===== config.mk =====
export PLATFORM = sky130hd
export DESIGN_NAME = ip2t_ctrl
export DESIGN_NICKNAME = d
export VERILOG_FILES = /design/src/sv/ip2t_pkg.sv /design/src/sv/ip2t_ctrl.sv
export SDC_FILE = /design/constraint.sdc
export NUM_CORES = 1
export LEC_CHECK = 0
export ABC_CLOCK_PERIOD_IN_PS = 1650
export BUFFER_PORTS_ARGS = -buffer_cell sky130_fd_sc_hd__buf_4
export CORE_AREA = 5 5 42 44
export CTS_BUF_LIST = sky130_fd_sc_hd__clkbuf_4
export DETAILED_ROUTE_END_ITERATION = 7
export DIE_AREA = 0 0 47 49
export SYNTH_ARGS = -nofsm -noshare
export SYNTH_HDL_FRONTEND = slang
export SYNTH_SLANG_ARGS = --single-unit

===== constraint.sdc =====
create_clock -name clk -period 1.65 [get_ports clk]
set_clock_uncertainty 0.1 [all_clocks]
set_input_delay 0.2475 -clock clk [delete_from_list [all_inputs] [get_ports clk]]
set_output_delay 0.2475 -clock clk [all_outputs]
set_load 0.005 [all_outputs]

===== src/sv/ip2t_pkg.sv =====
// Shared types, constants and helpers for the indexed pixel to tiled RGB565 block.
// Used by ip2t_ctrl, ip2t_dp, the top level and the checker; depends on nothing.
`default_nettype none

package ip2t_pkg;

  localparam int IDX_W       = 8;
  localparam int COMP_W      = 6;
  localparam int COLOR_W     = 16;
  localparam int OFFSET_W    = 18;
  localparam int CFG_W       = 10;
  localparam int CFG_IDX_W   = 2;
  localparam int TEXEL_IDX_W = 4;
  localparam int PAL_DEPTH   = 256;

  localparam logic [CFG_W-1:0] WIDTH_RESET  = 10'd256;
  localparam logic [CFG_W-1:0] HEIGHT_RESET = 10'd224;

  localparam logic [TEXEL_IDX_W-1:0] TEXEL_LAST = 4'hF;

  // input operation codes
  localparam logic OP_PIXEL   = 1'b0;
  localparam logic OP_PALETTE = 1'b1;

  // configuration register indexes
  localparam logic [CFG_IDX_W-1:0] CFG_FRAME_WIDTH  = 2'd0;
  localparam logic [CFG_IDX_W-1:0] CFG_FRAME_HEIGHT = 2'd1;

  typedef enum logic [1:0] {
    ST_IDLE,
    ST_ISSUE,
    ST_DRAIN
  } state_t;

  // controller to datapath
  typedef struct packed {
    logic pix_accept;
    logic pal_accept;
    logic issue;
  } ctrl_cmd_t;

  // datapath to controller
  typedef struct packed {
    logic tile_done;
    logic last_issue;
    logic advance;
    logic pipe_empty;
  } dp_status_t;

  // 6-bit components to RGB565: drop the low bit of red and blue
  function automatic logic [COLOR_W-1:0] rgb565(input logic [COMP_W-1:0] r,
                                                input logic [COMP_W-1:0] g,
                                                input logic [COMP_W-1:0] b);
    return {r[COMP_W-1:1], g, b[COMP_W-1:1]};
  endfunction

endpackage

`default_nettype wire


===== src/sv/ip2t_ctrl.sv =====
// Sequencer for the tiler: accepts items, steps through the sixteen texel reads, drains.
// Depends on ip2t_pkg.
`default_nettype none

module ip2t_ctrl (
  input  wire                     clk,
  input  wire                     rst,
  input  wire                     in_valid,
  input  wire                     op,
  input  ip2t_pkg::dp_status_t    status,
  output logic                    in_stall,
  output ip2t_pkg::ctrl_cmd_t     cmd
);

  ip2t_pkg::state_t state;
  ip2t_pkg::state_t state_next;

  always_ff @(posedge clk) begin
    if (rst) begin
      state <= ip2t_pkg::ST_IDLE;
    end else begin
      state <= state_next;
    end
  end

  always_comb begin
    state_next = state;
    unique case (state)
      ip2t_pkg::ST_IDLE: begin
        if (in_valid && (op == ip2t_pkg::OP_PIXEL) && status.tile_done) begin
          state_next = ip2t_pkg::ST_ISSUE;
        end
      end
      ip2t_pkg::ST_ISSUE: begin
        if (status.advance && status.last_issue) begin
          state_next = ip2t_pkg::ST_DRAIN;
        end
      end
      ip2t_pkg::ST_DRAIN: begin
        if (status.pipe_empty) begin
          state_next = ip2t_pkg::ST_IDLE;
        end
      end
      default: state_next = ip2t_pkg::ST_IDLE;
    endcase
  end

  always_comb begin
    in_stall       = 1'b1;
    cmd.pix_accept = 1'b0;
    cmd.pal_accept = 1'b0;
    cmd.issue      = 1'b0;
    unique case (state)
      ip2t_pkg::ST_IDLE: begin
        in_stall       = 1'b0;
        cmd.pix_accept = in_valid && (op == ip2t_pkg::OP_PIXEL);
        cmd.pal_accept = in_valid && (op == ip2t_pkg::OP_PALETTE);
      end
      ip2t_pkg::ST_ISSUE: begin
        cmd.issue = 1'b1;
      end
      ip2t_pkg::ST_DRAIN: begin
        in_stall = 1'b1;
      end
      default: in_stall = 1'b1;
    endcase
  end

endmodule

`default_nettype wire


# After elaboration in Yosys (flattened, before gate mapping)
# Index checks and enable logic that the tools add are counted.
[word_totals] reg_bits=2 inputBits=8 output_inout_bits=4
[op_classes] n_eq_ne=5 reduce_logical=6 muxes=7 bitwise_logic=1
[op_table] operator="2-to-1 mux 2 bit" n=4
[op_table] operator="inequality test 2 bit (second input constant)" n=3
[op_table] operator="case mux 2 bit (3 select lines)" n=1
[op_table] operator="logical AND 1 bit" n=4
[op_table] operator="AND reduction 3 bit" n=1
[op_table] operator="== test 2 x 1 -> 1 bit (second input constant)" n=1
[op_table] operator="== test 2 bit (second input constant)" n=1
[op_table] operator="logical NOT 2 bit" n=1
[op_table] operator="2-to-1 mux 1 bit" n=2
[op_table] operator="inverter 1 bit" n=1

# Logic depth before layout (Yosys ltp)
# Gate-level depths: netlist (run 1).
[depth] ltp_word=5 mapped_depth=2

# Worst setup path before layout (run 1)
# OpenSTA, ideal clock, no wires.
[synth_path] path_kind="reg2out" from="register state[1]" to="output port cmd[1] (netlist bit)" path_buffers=0 stages_incl_launch_ff=3 slack_ps=550 t_arrival_ps=753 path_cell_list="dfxtp_1 > or2_2 > nor2_1"
[synth_lines] element="start: declaration" line="ip2t_ctrl.sv:15" text="ip2t_pkg::state_t state;"
[synth_lines] element="start signal: assignment" line="ip2t_ctrl.sv:20" text="state <= ip2t_pkg::ST_IDLE;"
[synth_lines] element="start signal: assignment" line="ip2t_ctrl.sv:22" text="state <= state_next;"
[synth_lines] element="end: declaration" line="ip2t_ctrl.sv:12" text="output ip2t_pkg::ctrl_cmd_t cmd"

==> results.toml, run 1 <==
[run_status]
status = "complete, no violations"

[power_and_ir_drop]
power.density_mw_per_mm2 = 788.1
combinationalPowerShare_pct = 17.5
swShare_pct = 21.09
ir_worst_vdd_v = 0.0001313
seqPwrFrac_pct = 26.8
p_int_uw = 153.3
p_sw_uw = 40.97
leakage_nw = 0.1177
p_clk_share_pct = 55.7

[yosys]
synthMuxAreaShare_pct = 0
ys_warn_count = 0
synth-simple-area-share_pct = 48.54
synth_compound_area_share_pct = 11.65
synthCells = 15
synth_top_area_cell = "dfxtp_1"
yosys-top-cells-count = "dfxtp_1, nand2_1, nor2b_1"
yosysUniqueCellTypes = 12
synth_adder_area_share_pct = 0
synth_top_area_share_pct = 31.07
ys_seq_elements = 2
synthTopCellsByArea = "dfxtp_1, nor4b_2, nor2b_1"
synth_top_family_by_area = "simple AND/OR/NAND/NOR gates"
synth_flop_cell = "dfxtp_1"
ys_seq_area_share_pct = 31.07
synthXorXnorAreaFrac_pct = 0
synthesis.area_um2 = 128.9
synth_edf_count = 0
ys_async_sr_fraction_pct = 0
syn_avg_cell_area_um2 = 8.592
syn-num-nets = 23

[global_route]
gr-total-overflow = 0
grt_pass1_wl_um = 641
grt_pass1_vias = 170
grt_max_degree = 6
antenna_found_initial = 0
grtUsageTotal_pct = 4.501

[cts]
post_cts_buffers = 0
numCtsBuffers = 3
cts.clk_slew.worst_paths_ps = 30
cts_tree = "yes"
root_buffer = "clkbuf_4"
clock_sinks = 2
clk_latency_ps = 220
cts_htree_levels = 1
cts_repair_resize_count = 0
clock_path_buffers = 2
holdBufCountCts = 0

[layout]
filler_cell_count = 169
top_register = "state"
diodes = 0
largest_register_ffs = 2
syn2layout_area_growth_pct = 91.26
fin_util_pct = 17.59
largestRegisters = "state (2)"
drive_above_1_share_pct = 57.14
final_nets = 38
design_area_um2 = 246.5

[route]
wirelength_um = 395
post_drt_wl_per_cell_um = 8.977
drc = 0
vias_per_cell = 3.432
vias = 151
postRouteAntennaNets = 0
first_pass_iters = 2
detail_route.iter0.violations = 1

[hold_path]
min_from = "rst"
min_to = "state[1]$_SDFFE_PP0P_"
hp-class = "in -> reg"
hold_depth = 2

[placement]
hpwlAfterDp_um = 323.7
gp_congestion = 0.6280
place_area_um2 = 224.0
place_ws_ps = 449.3
port_buffers = 11

[die]
die_w_um = 47
rows = 14
coreArea_mm2 = 0.001401
die_h_um = 49
die-area_mm2 = 0.002303
io_pins = 12
start_util_pct = 9.196

[setup_path]
r2r_slack_ps = 590
crit_type = "reg -> out"
reg2reg_depth = 2
reg2reg_from = "state[1]$_SDFFE_PP0P_"
endpoint_kind = "output port"
r2r_end = "state[1]$_SDFFE_PP0P_"
cp_data_arrival_time_ps = 1090
required_ps = 1300
critPathMaxFanout = 5
setup.worst_path.start_class = "flop"

[sta]
worst_slew_pin_slew_ps = 265.4
final-setup-viol-count = 0
slew_viol_final = 0
fmax_mhz = 696.9
layout_setup_ws_ps = 215.0
hold_viol = 0
rsz0062_at_grt = "no"
tns_ps = 0
min_period_over_period_pct = 86.97
relSlewSlack_pct = 82.26
period_minus_slack_ps = 1435

[flow_run]
drv_cap = 0
-- layout make-up --
cell class / instances / area [um2] / share of cell area, %
Inverter: 1 / 3.754 / 1.523
Multi-Input combinational cell: 11 / 77.57 / 31.47
Tap cell: 16 / 20.02 / 8.122
Sequential cell: 2 / 40.04 / 16.24
Clock buffer: 3 / 22.52 / 9.137
Timing Repair Buffer: 11 / 82.58 / 33.50
-- how the worst max path moves through the flow --
stage / start / endpoint / slack, ps / cells after the start
final: state[1]$_SDFFE_PP0P_ / cmd[1] / 220 / 3
after global routing: state[1]$_SDFFE_PP0P_ / cmd[1] / 150 / 3
after CTS: state[1]$_SDFFE_PP0P_ / cmd[1] / 200 / 3
after detailed placement: state[1]$_SDFFE_PP0P_ / cmd[1] / 450 / 3
after global placement: state[1]$_SDFFE_PP0P_ / cmd[1] / 460 / 3
after floorplan: state[1]$_SDFFE_PP0P_ / cmd[1] / 550 / 2
-- layout by cell type, fill, tap and decap left out --
master / netlist / routed
a21oi_1: 1 / 1
a32o_1: 1 / 1
buf_4: 1 / 11
clkbuf_4: 0 / 3
dfxtp_1: 2 / 2
inv_1: 1 / 1
nand2_1: 2 / 2
nand4b_1: 1 / 1
nor2_1: 1 / 1
nor2b_1: 2 / 2
nor4b_2: 1 / 1
or2_2: 1 / 1
or3b_1: 1 / 1
-- critical path: stages (launching register included) --
cell and delay [ps]:
dfxtp_1 330, or2_2 310, nor2_1 110, buf_4 110
-- cell families after synthesis --
group,count (synthesis)
and+or+nand+nor,9
DFF,2
AOI/OAI and AO/OA,2
buffers and inverters,2
-- power by group through the flow --
stage,clock network (mW),logic (mW),registers [mW]
3_3_place_gp,0,0.0341,0.0526
4_1_cts,0.116,0.0344,0.0520
2_1_floorplan,0,0.0119,0.0523
6_report,0.108,0.0340,0.0521
3_5_place_dp,0,0.0344,0.0527
5_1_grt,0.118,0.0382,0.0523
-- through the flow --
stage / hold WS [ps] / power, mW / instances
2_1_floorplan: 216.6 / 0.06414 / 15
3_3_place_gp: 331.2 / 0.08664 / 41
3_5_place_dp: 335.7 / 0.08707 / 41
4_1_cts: 93.23 / 0.2026 / 44
5_1_grt: 107.8 / 0.2084 / 44
6_report: 102.4 / 0.1942 / 44
-- layer usage --
| metal | wire (um) | track usage [%] | share of wire (%) | vias to the layer above |
|---|---|---|---|---|
| met5 | 0 | 0 | 0 | - |
| met4 | 0 | 6.912 | 0 | 0 |
| met3 | 77 | 2.952 | 19 | 0 |
| met2 | 145 | 4.977 | 37 | 10 |
| met1 | 171 | 4.158 | 43 | 62 |
| li1 | - | - | - | 79 |
Power figures use the tool's default switching activity.
==> run 2, diff against run 1 <==
- ABC_AREA: not set -> 1
==> run 2 against run 1 <==
Against the previous run:
- power is 2.7% higher
- core utilization is 1.9 points higher
- die area stayed put
- non-clock buffer count stayed put
- design area is 11% higher
- synthesized cell count is 67% higher
- sequential share of layout area is 1.6 points lower
- wire length is 0.76% higher
- hold slack worse by 13 ps
==> results.toml, run 2 <==
[route]
post_drt_wl_per_cell_um = 7.370
wirelength_um = 398
first_pass_iters = 3
detail_route.iter0.violations = 7
vias_per_cell = 3.537
postRouteAntennaNets = 0
vias = 191
drc = 0

[cts]
cts_htree_levels = 1
cts_repair_resize_count = 0
clock_path_buffers = 2
cts.clk_slew.worst_paths_ps = 30
clock_sinks = 2
root_buffer = "clkbuf_4"
holdBufCountCts = 0
clk_latency_ps = 220
numCtsBuffers = 3
cts_tree = "yes"
post_cts_buffers = 0

[yosys]
synth_edf_count = 0
synthCells = 25
synth_top_area_cell = "dfxtp_1"
post-synth-top-count-cell = "inv_1"
ys_seq_area_share_pct = 25.81
syn-num-nets = 33
synthTopCellsByArea = "dfxtp_1, inv_1, nand3_2"
synthesis.area_um2 = 155.1
ys_seq_elements = 2
ys_warn_count = 0
synth_top_area_share_pct = 25.81
synth_flop_cell = "dfxtp_1"
yosysUniqueCellTypes = 11
syn_avg_cell_area_um2 = 6.206
ys_async_sr_fraction_pct = 0
yosys-top-cells-count = "inv_1, nand2_1, nand3_1"

[sta]
min_period_over_period_pct = 82.15
hold_viol = 0
tns_ps = 0
worst_slew_pin_slew_ps = 162.3
rsz0062_at_grt = "no"
fmax_mhz = 737.7
slew_viol_final = 0
period_minus_slack_ps = 1356
relSlewSlack_pct = 89.10
holdWs_ps = 89.56
final-setup-viol-count = 0
layout_setup_ws_ps = 294.4

[global_route]
grt_pass1_wl_um = 600
grtUsageTotal_pct = 4.357
grt_pass1_vias = 169
antenna_found_initial = 0
gr-total-overflow = 0
grt_max_degree = 5

[die]
rows = 14
io_pins = 12
die-area_mm2 = 0.002303
start_util_pct = 11.07
coreArea_mm2 = 0.001401
die_w_um = 47
die_h_um = 49

[layout]
filler_cell_count = 167
design_area_um2 = 272.8
largest_register_ffs = 2
layout_commonest_cell = "buf_4"
top_register = "state"
diodes = 0
final_nets = 48
final_cell_mix = "buf_4, inv_1, nand2_1, nand3_1, clkbuf_4"
drive_above_1_share_pct = 47.37
syn2layout_area_growth_pct = 75.81
fin_util_pct = 19.46
largestRegisters = "state (2)"

[placement]
place_ws_ps = 521.7
hpwlAfterDp_um = 359.3
gp_congestion = 0.6762
place_area_um2 = 250.2
port_buffers = 11

[power_and_ir_drop]
ir_worst_vdd_v = 0.0001733
power.density_mw_per_mm2 = 731.6
leakage_nw = 0.1401

[setup_path]
endpoint = "cmd[1]"
crit_family = "flip-flops"
setup.worst_path.start_class = "flop"
max_stage_delay_ps = 320
r2r_end = "state[0]$_SDFFE_PP0P_"
path_buf_inv = 2
reg2reg_depth = 4
crit_type = "reg -> out"
r2r_slack_ps = 730
cp.depth = 4
reg2reg_from = "state[1]$_SDFFE_PP0P_"
endpoint_kind = "output port"
crit_chain = "nor2_1, inv_2, nor3_1, buf_4"
crit_slowest_cell = "dfxtp_1"
required_ps = 1300
critPathMaxFanout = 4
cp_data_arrival_time_ps = 1010
startpoint = "state[1]$_SDFFE_PP0P_"

[flow_run]
drv_cap = 0

[run_status]
status = "complete, no violations"

[hold_path]
hp-class = "in -> reg"
-- run 2: cell types whose count changed after synthesis, moves of 2 or more --
cell,previous run,this run
nor2b_1,2,0
nor3_1,0,2
nand3_2,0,2
nand3_1,0,3
inv_2,0,2
inv_1,1,6
-- run 2: worst min-delay path by stage --
stage	startpoint	to	slack, ps	cells past startpoint
after detailed placement	rst	state[1]$_SDFFE_PP0P_	320	2
after CTS	rst	state[1]$_SDFFE_PP0P_	90	2
final	rst	state[1]$_SDFFE_PP0P_	90	2
after global placement	rst	state[1]$_SDFFE_PP0P_	320	2
after global routing	rst	state[1]$_SDFFE_PP0P_	80	2
after floorplan	rst	state[1]$_SDFFE_PP0P_	220	1
-- run 2: final cells by class --
cell class	instances	area [um2]	share of cell area (%)
Tap cell	16	20.02	7.339
Sequential cell	2	40.04	14.68
Multi-Input combinational cell	14	77.57	28.44
Inverter	8	30.03	11.01
Clock buffer	3	22.52	8.257
Timing Repair Buffer	11	82.58	30.28
-- run 2: cell families (layout without fill, tap and decap cells) --
family / Yosys count / in the layout / share of synthesized area, %
buffers and inverters: 9 / 22 / 24.20
AND/OR/NAND/NOR: 12 / 12 / 43.55
flip-flops: 2 / 2 / 25.81
AO/OA/AOI/OAI: 2 / 2 / 6.452
-- run 2: per-layer routing --
| layer | vias to the layer above | GRT usage, % | wire length, um |
|---|---|---|---|
| met5 | - | 0 | 0 |
| met4 | 0 | 5.530 | 13 |
| met3 | 2 | 4.428 | 90 |
| met2 | 12 | 4.977 | 156 |
| met1 | 74 | 3.493 | 138 |
| li1 | 103 | - | - |
-- run 2: where the power goes --
part | switching, mW | leakage, nW | internal, mW
sequential | 0.00153 | 0.0162 | 0.0506
clock | 0.0257 | 0.0138 | 0.0800
combinational | 0.0172 | 0.110 | 0.0246
-- run 2: worst reg2reg max path: stages (launching register included) --
cell	delay (ps)
dfxtp_1	350
inv_1	60
nand3_1	120
nand3b_1	90
a21oi_1	130
-- run 2: per-stage QoR --
step,instances,power (mW)
6_report,54,0.1996
5_1_grt,54,0.2142
4_1_cts,54,0.2058
3_5_place_dp,51,0.09516
3_3_place_gp,51,0.09502
2_1_floorplan,25,0.07146
==> run 3, diff against run 2 <==
- ABC_CLOCK_PERIOD_IN_PS: 1650 -> 1100
- clock period: 1.65 -> 1.1 ns (I/O delays scaled with it)
==> run 3 against run 2 <==
Against the previous run:
- the run now ends with negative setup slack left
- non-clock buffer count grew 2
- core utilization grew 2.5 points
- sequential share of layout area shrank 0.86 points
- sequential cell count is the same
==> results.toml, run 3 (synthesized netlist as in run 2, its figures left out) <==
[route]
post_drt_wl_per_cell_um = 8.214
detail_route.iter0.violations = 2
drc = 0
wirelength_um = 460
first_pass_iters = 4
vias = 209
postRouteAntennaNets = 0
vias_per_cell = 3.732

[sta]
final-setup-viol-count = 4
holdWs_ps = 117.2
fmax_mhz = 826.1
slew_viol_final = 0
period_minus_slack_ps = 1210
min_period_over_period_pct = 110.0
layout_setup_ws_ps = -110.5
worst_slew_pin_slew_ps = 127.6
rsz0062_at_grt = "yes"
hold_viol = 0
relSlewSlack_pct = 91.44

[layout]
drive_above_1_share_pct = 62.50
syn2layout_area_growth_pct = 98.39
register_area_um2 = 42.54
final_nets = 50
design_area_um2 = 307.8
filler_cell_count = 168
fin_util_pct = 21.96
final_cell_mix = "buf_4, inv_1, nand3_1, clkbuf_4"
layout_commonest_cell = "buf_4"
top_register = "state"
largest_register_ffs = 2
diodes = 0
largestRegisters = "state (2)"
multi_input_area_um2 = 92.59

[run_status]
violations = "negative setup slack"
status = "finished with violations"

[die]
die_w_um = 47
start_util_pct = 11.07
coreArea_mm2 = 0.001401
die_h_um = 49
io_pins = 12
rows = 14
die-area_mm2 = 0.002303

[placement]
gp_congestion = 0.7003
port_buffers = 11
hpwlAfterDp_um = 338
place_ws_ps = 55.85
place_area_um2 = 250.2

[power_and_ir_drop]
p_clk_share_pct = 51.5
power.total_uw = 316.2
p_sw_uw = 75.24
ir_worst_vdd_v = 0.0002973
combinationalPowerShare_pct = 23.7
p_int_uw = 241.0
swShare_pct = 23.79
power.density_mw_per_mm2 = 1027
leakage_nw = 0.1531
seqPwrFrac_pct = 24.8

[global_route]
grt_pass1_wl_um = 745
grt_pass1_vias = 209
gr-total-overflow = 0
grt_max_degree = 5
antenna_found_initial = 0
grtUsageTotal_pct = 4.852

[cts]
root_buffer = "clkbuf_4"
clock_path_buffers = 2
clk_latency_ps = 220
clock_sinks = 2
cts_tree = "yes"
cts.clk_slew.worst_paths_ps = 30
numCtsBuffers = 3
cts_htree_levels = 1

[flow_run]
drv_cap = 0

[hold_path]
hp-class = "in -> reg"

[setup_path]
cp_data_arrival_time_ps = 950
crit_type = "reg -> out"
path_buf_inv = 2
r2r_slack_ps = 80
crit_chain = "nor2_2, inv_2, nor3_2, buf_4"
critPathMaxFanout = 4
max_stage_delay_ps = 310
crit_slowest_cell = "dfxtp_2"
endpoint_kind = "output port"
setup.worst_path.start_class = "flop"
crit_family = "flip-flops"
required_ps = 830
[run 3: power by group through the flow]
stage | Clock [mW] | Sequential [mW] | Combinational [mW]
2_1_floorplan | 0 | 0.0787 | 0.0285
3_3_place_gp | 0 | 0.0791 | 0.0631
3_5_place_dp | 0 | 0.0791 | 0.0634
4_1_cts | 0.177 | 0.0781 | 0.0752
5_1_grt | 0.181 | 0.0787 | 0.0835
6_report | 0.163 | 0.0783 | 0.0749
[run 3: stage by stage]
step	TNS (ps)	cells
global placement	0	51
detailed placement	0	51
CTS	-289.1	56
finish	-280.4	56
floorplan	0	25
global route	-458.7	56
[run 3: per-layer routing]
metal,global-route usage [%],share of wire (%)
met5,0,0
met4,4.147,0
met3,4.059,20
met2,7.240,50
met1,3.720,31
[run 3: repair_timing]
| action | in CTS | in global routing |
|---|---|---|
| hold buffers | 1 | 0 |
| setup buffers | 1 | 0 |
| hold endpoints to repair | 1 | 0 |
| endpoints found under the setup margin | 4 | 4 |
| pin swaps | 1 | 0 |
| resized for setup | 6 | 0 |
[run 3: worst paths after layout]
kind	to	cells after the start	from
setup reg to reg	state[0]$_SDFFE_PP0P_	6	state[0]$_SDFFE_PP0P_
setup / recovery	cmd[1]	4	state[0]$_SDFFE_PP0P_
hold reg to reg	state[1]$_SDFFE_PP0P_	2	state[1]$_SDFFE_PP0P_
hold / removal	state[1]$_SDFFE_PP0P_	3	status[1]
[run 3: final cells by class]
cell class | instances | area share, %
inverters | 8 | 9.756
repair buffers | 13 | 32.52
clock buffers | 3 | 7.317
well taps | 16 | 6.504
multi-input cells | 14 | 30.08
flip-flops and latches | 2 | 13.82
[run 3: worst register-to-register path: stages, from the launching register on]
cell and delay, ps:
dfxtp_2 310, buf_4 140, inv_1 80, nand3_2 90, nand3_2 80, nand2_1 40, a21oi_1 100
